===== src/rtl/maft_pkg.sv =====
`timescale 1ns / 1ps
// types and constants shared by the mac address filter table
// no dependencies

package maft_pkg;

   localparam int MacWidth   = 48;
   localparam int IndexWidth = 5;
   localparam int TableDepth = 32;

   localparam logic [IndexWidth-1:0] StationEntry = 5'd31;

   localparam logic [1:0] OpInsert  = 2'd0;
   localparam logic [1:0] OpDelete  = 2'd1;
   localparam logic [1:0] OpStation = 2'd2;
   localparam logic [1:0] OpRead    = 2'd3;

   typedef struct packed {
      logic [1:0]            opcode;
      logic [MacWidth-1:0]   mac_address;
      logic [IndexWidth-1:0] entry_index;
   } maft_req_type;

   typedef struct packed {
      logic                  status;
      logic [IndexWidth-1:0] slot;
      logic                  slot_valid;
      logic [MacWidth-1:0]   slot_address;
   } maft_rsp_type;

   typedef struct packed {
      logic                valid;
      logic [MacWidth-1:0] mac;
   } maft_entry_type;

   typedef struct packed {
      logic free;
      logic match;
   } maft_flags_type;

   typedef struct packed {
      logic           shift;
      maft_entry_type tail;
   } maft_ring_ctl_type;

   typedef enum logic [1:0] {
      ST_IDLE,
      ST_SCAN,
      ST_FINISH
   } maft_state_type;

endpackage


===== src/rtl/maft_cell.sv =====
`timescale 1ns / 1ps
// one table entry of the rotating ring, with its free and match flags
// depends on maft_pkg

module maft_cell (
   input  logic                         clock,
   input  logic                         reset,
   input  logic                         shift,
   input  maft_pkg::maft_entry_type     entry_i,
   input  logic [maft_pkg::MacWidth-1:0] key,
   output maft_pkg::maft_entry_type     entry_o,
   output maft_pkg::maft_flags_type     flags_o
);

   logic                          valid_ff;
   logic                          valid_in;
   logic [maft_pkg::MacWidth-1:0] mac_ff;
   logic [maft_pkg::MacWidth-1:0] mac_in;

   assign valid_in = shift ? entry_i.valid : valid_ff;
   assign mac_in   = shift ? entry_i.mac : mac_ff;

   always_ff @(posedge clock) begin
      if (reset) begin
         valid_ff <= 1'b0;
      end else begin
         valid_ff <= valid_in;
      end
   end

   always_ff @(posedge clock) begin
      mac_ff <= mac_in;
   end

   // an invalid entry always reads as address zero
   assign entry_o.valid = valid_ff;
   assign entry_o.mac   = valid_ff ? mac_ff : '0;

   assign flags_o.free  = ~valid_ff;
   assign flags_o.match = valid_ff && (mac_ff == key);

endmodule


===== src/rtl/maft_ctrl.sv =====
`timescale 1ns / 1ps
// operation sequencer: rewrites the head of the ring and builds the result
// depends on maft_pkg

module maft_ctrl #(
   parameter int FREE_ENTRIES = 31
) (
   input  logic                          clock,
   input  logic                          reset,
   input  logic                          req_valid,
   output logic                          req_stall,
   input  maft_pkg::maft_req_type        req_data,
   output logic                          rsp_valid,
   input  logic                          rsp_stall,
   output maft_pkg::maft_rsp_type        rsp_data,
   input  maft_pkg::maft_entry_type      head_entry,
   input  maft_pkg::maft_flags_type      head_flags,
   output logic [maft_pkg::MacWidth-1:0] scan_key,
   output maft_pkg::maft_ring_ctl_type   ring_ctl
);

   localparam int LimitInt = (FREE_ENTRIES < 31) ? FREE_ENTRIES : 31;
   localparam logic [maft_pkg::IndexWidth-1:0] ScanLimit = maft_pkg::IndexWidth'(LimitInt);

   maft_pkg::maft_state_type state_ff, state_in;

   logic [maft_pkg::IndexWidth-1:0] count_ff, count_in;
   logic [1:0]                      op_ff;
   logic [maft_pkg::MacWidth-1:0]   mac_ff;
   logic [maft_pkg::IndexWidth-1:0] index_ff;
   logic                            found_ff, found_in;
   logic [maft_pkg::IndexWidth-1:0] res_slot_ff;
   maft_pkg::maft_entry_type        res_entry_ff;
   logic                            rsp_valid_ff, rsp_valid_in;
   maft_pkg::maft_rsp_type          rsp_ff;

   logic                     accept;
   logic                     rsp_free;
   logic                     load_rsp;
   logic                     scanning;
   logic                     in_scan;
   logic                     hit;
   maft_pkg::maft_entry_type new_entry;

   assign accept   = req_valid && !req_stall;
   assign rsp_free = !rsp_valid_ff || !rsp_stall;
   assign in_scan  = count_ff < ScanLimit;

   // next state
   always_comb begin
      state_in = state_ff;
      case (state_ff)
         maft_pkg::ST_IDLE: begin
            if (req_valid) state_in = maft_pkg::ST_SCAN;
         end
         maft_pkg::ST_SCAN: begin
            if (count_ff == '1) state_in = maft_pkg::ST_FINISH;
         end
         maft_pkg::ST_FINISH: begin
            if (rsp_free) state_in = maft_pkg::ST_IDLE;
         end
         default: state_in = maft_pkg::ST_IDLE;
      endcase
   end

   // state outputs
   always_comb begin
      req_stall = 1'b1;
      scanning  = 1'b0;
      load_rsp  = 1'b0;
      case (state_ff)
         maft_pkg::ST_IDLE:   req_stall = 1'b0;
         maft_pkg::ST_SCAN:   scanning  = 1'b1;
         maft_pkg::ST_FINISH: load_rsp  = rsp_free;
         default:             req_stall = 1'b1;
      endcase
   end

   // decision on the entry now at the head of the ring
   always_comb begin
      hit       = 1'b0;
      new_entry = head_entry;
      case (op_ff)
         maft_pkg::OpInsert: begin
            hit             = !found_ff && in_scan && head_flags.free;
            new_entry.valid = 1'b1;
            new_entry.mac   = mac_ff;
         end
         maft_pkg::OpDelete: begin
            hit       = !found_ff && in_scan && head_flags.match;
            new_entry = '0;
         end
         maft_pkg::OpStation: begin
            hit             = (count_ff == maft_pkg::StationEntry);
            new_entry.valid = 1'b1;
            new_entry.mac   = mac_ff;
         end
         default: begin
            hit = (count_ff == index_ff);
         end
      endcase
   end

   assign ring_ctl.shift = scanning;
   assign ring_ctl.tail  = (scanning && hit) ? new_entry : head_entry;
   assign scan_key       = mac_ff;

   assign count_in     = accept ? '0 : (scanning ? count_ff + 1'b1 : count_ff);
   assign found_in     = accept ? 1'b0 : (found_ff || (scanning && hit));
   assign rsp_valid_in = load_rsp ? 1'b1 : (rsp_stall ? rsp_valid_ff : 1'b0);

   always_ff @(posedge clock) begin
      if (reset) begin
         state_ff     <= maft_pkg::ST_IDLE;
         count_ff     <= '0;
         found_ff     <= 1'b0;
         rsp_valid_ff <= 1'b0;
      end else begin
         state_ff     <= state_in;
         count_ff     <= count_in;
         found_ff     <= found_in;
         rsp_valid_ff <= rsp_valid_in;
      end
   end

   always_ff @(posedge clock) begin
      if (accept) begin
         op_ff        <= req_data.opcode;
         mac_ff       <= req_data.mac_address;
         index_ff     <= req_data.entry_index;
         res_slot_ff  <= '0;
         res_entry_ff <= '0;
      end else if (scanning && hit) begin
         res_slot_ff  <= count_ff;
         res_entry_ff <= ring_ctl.tail;
      end
      if (load_rsp) begin
         rsp_ff.status       <= ~found_ff;
         rsp_ff.slot         <= res_slot_ff;
         rsp_ff.slot_valid   <= res_entry_ff.valid;
         rsp_ff.slot_address <= res_entry_ff.mac;
      end
   end

   assign rsp_valid = rsp_valid_ff;
   assign rsp_data  = rsp_ff;

   a_accept_starts_scan: assert property (@(posedge clock) disable iff (reset)
      accept |=> (state_ff == maft_pkg::ST_SCAN) && (count_ff == '0))
      else $error("scan did not start at step zero");

   a_full_lap: assert property (@(posedge clock) disable iff (reset)
      (state_ff == maft_pkg::ST_SCAN) && (count_ff != '1) |=> state_ff == maft_pkg::ST_SCAN)
      else $error("scan left before the ring came full circle");

   a_rsp_from_finish: assert property (@(posedge clock) disable iff (reset)
      $rose(rsp_valid_ff) |-> $past(state_ff) == maft_pkg::ST_FINISH)
      else $error("result shown without a finished scan");

   a_fail_zero: assert property (@(posedge clock) disable iff (reset)
      rsp_valid_ff && rsp_ff.status |->
         (rsp_ff.slot == '0) && !rsp_ff.slot_valid && (rsp_ff.slot_address == '0))
      else $error("failed item carries nonzero fields");

endmodule


===== src/rtl/mac_address_filter_table.sv =====
`timescale 1ns / 1ps
// top level of the destination mac address filter table
// depends on maft_pkg, maft_cell and maft_ctrl

// The table of 32 entries (valid bit and 48-bit address) lives in a ring of
// 32 cells. Every operation turns the ring once in a lap of 32 steps: at
// each step every cell hands its entry to its neighbor, and the entry
// passing the head is checked and, where the operation calls for it,
// rewritten before it goes back in at the tail. After the lap each entry
// sits in its home cell again. The result of an item is loaded into the
// output register after its lap, and no new item is accepted before that.
// req_stall is high while a lap is under way and until the result has a
// place in the output register; one result waits there without holding up
// the next item. Insert takes the lowest free entry below the scan limit
// (FREE_ENTRIES, at most 31), delete clears the lowest valid entry below
// that limit with an equal address, station writes entry 31, read reports
// any entry. Reset clears the valid bits at once; an invalid entry always
// reads as address zero, so no clearing pass is needed.

module mac_address_filter_table #(
   parameter int FREE_ENTRIES = 31
) (
   input  logic                   clock,
   input  logic                   reset,
   input  logic                   req_valid,
   output logic                   req_stall,
   input  maft_pkg::maft_req_type req_data,
   output logic                   rsp_valid,
   input  logic                   rsp_stall,
   output maft_pkg::maft_rsp_type rsp_data
);

   // cell k holds the entry that is k steps from the head
   maft_pkg::maft_entry_type    cell_out [maft_pkg::TableDepth];
   maft_pkg::maft_flags_type    head_flags;
   maft_pkg::maft_ring_ctl_type ring_ctl;
   logic [maft_pkg::MacWidth-1:0] scan_key;

   for (genvar k = 0; k < maft_pkg::TableDepth; k++) begin : g_ring
      maft_pkg::maft_entry_type cell_in;

      // the last cell takes the head entry back, possibly rewritten
      if (k == maft_pkg::TableDepth - 1) begin : g_tail
         assign cell_in = ring_ctl.tail;
      end else begin : g_body
         assign cell_in = cell_out[k+1];
      end

      // only the head cell's flags drive decisions
      if (k == 0) begin : g_head
         maft_cell u_cell (
            .clock   (clock),
            .reset   (reset),
            .shift   (ring_ctl.shift),
            .entry_i (cell_in),
            .key     (scan_key),
            .entry_o (cell_out[k]),
            .flags_o (head_flags)
         );
      end else begin : g_other
         maft_cell u_cell (
            .clock   (clock),
            .reset   (reset),
            .shift   (ring_ctl.shift),
            .entry_i (cell_in),
            .key     (scan_key),
            .entry_o (cell_out[k]),
            .flags_o ()
         );
      end
   end

   // sequencer: walks the lap, rewrites the head, holds the result
   maft_ctrl #(
      .FREE_ENTRIES (FREE_ENTRIES)
   ) u_ctrl (
      .clock      (clock),
      .reset      (reset),
      .req_valid  (req_valid),
      .req_stall  (req_stall),
      .req_data   (req_data),
      .rsp_valid  (rsp_valid),
      .rsp_stall  (rsp_stall),
      .rsp_data   (rsp_data),
      .head_entry (cell_out[0]),
      .head_flags (head_flags),
      .scan_key   (scan_key),
      .ring_ctl   (ring_ctl)
   );

endmodule


===== config.mk =====
export PLATFORM = sky130hd
export DESIGN_NAME = mac_address_filter_table
export DESIGN_NICKNAME = d
export VERILOG_FILES = /design/src/rtl/maft_pkg.sv /design/src/rtl/maft_cell.sv /design/src/rtl/maft_ctrl.sv /design/src/rtl/mac_address_filter_table.sv
export SDC_FILE = /design/constraint.sdc
export NUM_CORES = 2
export LEC_CHECK = 0
export BUFFER_PORTS_ARGS = -buffer_cell sky130_fd_sc_hd__buf_4
export CAP_MARGIN = 20
export CORE_MARGIN = 5
export CORE_UTILIZATION = 45
export CTS_BUF_LIST = sky130_fd_sc_hd__clkbuf_8
export DETAILED_ROUTE_END_ITERATION = 8
export PLACE_DENSITY = 0.7
export SETUP_SLACK_MARGIN = 0.3
export SYNTH_ARGS = -nofsm -noshare
export SYNTH_HDL_FRONTEND = slang
export SYNTH_SLANG_ARGS = --single-unit

===== constraint.sdc =====
create_clock -name clock -period 115.1 [get_ports clock]
set_input_delay 11.51 -clock clock [delete_from_list [all_inputs] [get_ports clock]]
set_output_delay 11.51 -clock clock [all_outputs]
set_load 0.02 [all_outputs]

==> impl_metrics.json <==
{
  "outcome": "complete, no violations",
  "cap_violations": 0,
  "met2_usage_pct": 24.2,
  "critical-path-top-delay-family": "simple AND/OR/NAND/NOR gates",
  "synth_simple_gate_area_share_pct": 15.9,
  "grt_pass1_vias": 31528,
  "clkTransAtPathRegs_ns": 0.07,
  "period_share_pct": 11.6,
  "syn_inst": 3949,
  "hpwl_mm": 70.1,
  "internal_power_w": 0.000970,
  "viasPerCell": 5.06,
  "cts_num_sinks": 1741,
  "max_stage_delay_ns": 0.34,
  "cp-start-kind": "flop",
  "synth_nets": 4010,
  "seqPwrFrac_pct": 59.6,
  "r2r.worst_path.cells": 9,
  "synthMuxAreaShare_pct": 0,
  "use_met1_pct": 21.5,
  "p_leak_nw": 25.7,
  "syn2layout_area_growth_pct": 12.0,
  "drt_iter0_drc": 3343,
  "avgRoutedWirePerCell_um": 19.3,
  "holdPathStages": 0,
  "die_area_um2": 151000,
  "core_um2": 143000,
  "route.detailed.drc": 0,
  "wl_mm": 121,
  "end_kind": "output pin",
  "r2r_end": "g_ring[16].g_other.u_cell.mac_ff[21]$_SDFFCE_PN0P_",
  "synth-seq-cells": 1741,
  "holdCritPathClass": "flop to flop",
  "register_area_um2": 51300,
  "drtAntennaViolNets": 0,
  "fin_skew_ns": 0.0930,
  "synth_area_um2": 64600,
  "crit_required_ns": 103.59,
  "critical-path-slowest-cell": "or2_2",
  "drive_gt1_share_pct": 12.0,
  "min_to": "u_ctrl.rsp_data[53]$_DFFE_PP_",
  "tightest_slew_ns": 1.29,
  "synth_top_family_by_area": "simple AND/OR/NAND/NOR gates",
  "setup_viol": 0,
  "maxSlewViolCount": 0,
  "die-height_um": 389,
  "root_buffer": "clkbuf_8",
  "ys_warn_count": 0,
  "ctsResizeCount": 0,
  "path_max_fanout": 3,
  "die_w_um": 389,
  "htreeDepth": 5,
  "grt_remaining_overflow": 0,
  "fill_cells": 11530,
  "swShare_pct": 21.2,
  "grtUsageTotal_pct": 15.7,
  "numCtsBuffers": 286,
  "path_cells": "or2_2 > buf_4",
  "antenna_found_initial": 5,
  "synth_xor_area_share_pct": 0.691,
  "cp_data_arrival_time_ns": 1.79,
  "slew_headroom_pct": 13.9,
  "syn-mean-instance-area_um2": 16.4,
  "seq_area_frac_synth_pct": 79.4,
  "postCtsSetupBuffers": 0,
  "hold_viol": 0,
  "hold_start": "u_ctrl.res_slot_ff[4]$_SDFFE_PP0P_",
  "ir_worst_vdd_v": 0.0000101,
  "fin_crit_ns": 13.30,
  "grt_max_degree": 220,
  "num-nets-final": 4237,
  "grt_pass1_wl_mm": 185,
  "io_buffer_count": 115,
  "initial_core_util_pct": 45.2,
  "final.setup.tns_ns": 0,
  "synth_compound_area_share_pct": 2.46,
  "synth_ff_type": "edfxtp_1",
  "synth_adder_area_share_pct": 0.0387,
  "clock_path_buffers": 4,
  "fmax_ghz": 0.0752,
  "grt_use_met3_pct": 4.49,
  "rsz0062_at_grt": "no",
  "grt.busiest_layer": "met2",
  "multiInputGateArea_um2": 12400,
  "synthDistinctLibCells": 43,
  "clkPwrFrac_pct": 38.0,
  "synth_edf_count": 1646,
  "ios": 116,
  "rows": 139,
  "p_per_area_nw_per_um2": 17.0,
  "vias": 31722,
  "insertion_delay_ns": 0.95,
  "cts_tree": "yes",
  "timing.rr.start": "u_ctrl.state_ff[1]$_SDFFE_PP0P_",
  "path_buf_inv": 1,
  "rrSetupSlack_ns": 107.69,
  "synth-async-reset-ratio_pct": 0,
  "path_class": "flop to output pin",
  "holdBufCountCts": 0,
  "power_switching_w": 0.000261,
  "globalplace.congestion": 0.864,
  "dr.pass1.iters": 6,
  "comb_power_share_pct": 2.4,
  "post-route-util_pct": 50.6
}
routing by layer:
| metal | wire length (um) | vias to the layer above |
|---|---|---|
| met2 | 56700 | 1059 |
| met4 | 3670 | 6 |
| met3 | 9480 | 277 |
| met5 | 40 | - |
| li1 | - | 14507 |
| met1 | 51000 | 15873 |
cell families after synthesis:
group / count (synthesis)
xor gates and xnor gates: 51
adders and majority gates: 2
buffers and inverters: 241
and+or+nand+nor: 1706
AOI/OAI and AO/OA: 208
DFF: 1741
worst max path at each step:
stage | startpoint | to | slack [ns] | cells past startpoint
floorplan | u_ctrl.state_ff[1]$_SDFFE_PP0P_ | g_ring[0].g_head.u_cell.mac_ff[0]$_SDFFCE_PN0P_ | 70.57 | 3
global placement | req_valid | u_ctrl.count_ff[3]$_SDFFE_PP0P_ | 101.22 | 6
detailed placement | req_valid | u_ctrl.found_ff$_SDFF_PP0_ | 101.76 | 6
CTS | u_ctrl.state_ff[1]$_SDFFE_PP0P_ | req_stall | 101.72 | 2
global route | u_ctrl.state_ff[1]$_SDFFE_PP0P_ | req_stall | 101.73 | 2
finish | u_ctrl.state_ff[1]$_SDFFE_PP0P_ | req_stall | 101.80 | 2
layout make-up:
class                   count  share of cell area (%)
flip-flops and latches   1741                    70.9
repair buffers            168                    1.88
multi-input cells        1967                    17.1
clock inverters           177                   0.994
well taps                1903                    3.29
clock buffers             301                    5.72
inverters                  12                  0.0726
diodes                      5                  0.0173
registers in the layout (all words and copies together), names as in the netlist:
name / count
u_ctrl.res_slot_ff: 5
g_ring.g_head.u_cell.valid_ff: 1
g_ring.g_other.u_cell.mac_ff: 1488
u_ctrl.count_ff: 5
u_ctrl.index_ff: 5
u_ctrl.state_ff: 2
u_ctrl.found_ff: 1
g_ring.g_head.u_cell.mac_ff: 48
u_ctrl.rsp_data: 55
g_ring.g_other.u_cell.valid_ff: 31
u_ctrl.scan_key: 48
u_ctrl.op_ff: 2
u_ctrl.rsp_valid: 1
u_ctrl.res_entry_ff: 49
through the flow:
step / instance area [um2] / instances / power [W] / setup WS, ns / hold WS [ns]
finish: 72400 / 6274 / 0.00123 / 101.80 / 0.438
global route: 72400 / 6273 / 0.00128 / 101.73 / 0.455
CTS: 72300 / 6267 / 0.00124 / 101.72 / 0.431
detailed placement: 67500 / 5789 / 0.000776 / 101.76 / 0.418
global placement: 67400 / 5787 / 0.000775 / 101.22 / 0.448
floorplan: 64600 / 3949 / 0.000836 / 70.57 / 0.408
cells in the mapped netlist, types with 5 or more instances:
master    instances  area [um2]
xnor2_1          45         394
a31oi_1          49         307
buf_2            22         110
nor2_1           12        45.0
a31o_2            5        43.8
a21oi_1          44         220
edfxtp_1       1646       49400
inv_1            11        41.3
nand4_1          18         113
and2_1         1489        9320
dfxtp_1          95        1900
a22o_1           48         420
buf_1             5        18.8
clkbuf_1        196         736
nand2_1         119         447
xor2_1            6        52.6
nand3_1          48         240
a311oi_1         38         333
a311oi_2         10         150
cell usage in the layout (no fill, tap or decap), drive strengths merged, types with 5 or more instances in the layout:
cell,netlist,layout
a21oi,44,44
a22o,48,48
a311oi,48,48
a31o,5,5
a31oi,49,49
and2,1489,1489
buf,32,168
clkbuf,197,301
clkinv,1,63
dfxtp,95,95
diode,0,5
edfxtp,1646,1646
inv,11,124
nand2,119,119
nand3,48,48
nand4,18,18
nor2,12,12
xnor2,45,45
xor2,6,6
power groups by stage:
stage / clock [W] / sequential (W) / combinational, W
after floorplan: 0 / 0.000817 / 0.0000191
after global placement: 0 / 0.000747 / 0.0000283
after detailed placement: 0 / 0.000747 / 0.0000291
after CTS: 0.000481 / 0.000734 / 0.0000291
after global routing: 0.000512 / 0.000736 / 0.0000314
final: 0.000468 / 0.000734 / 0.0000291
Power figures use the tool's default switching activity.
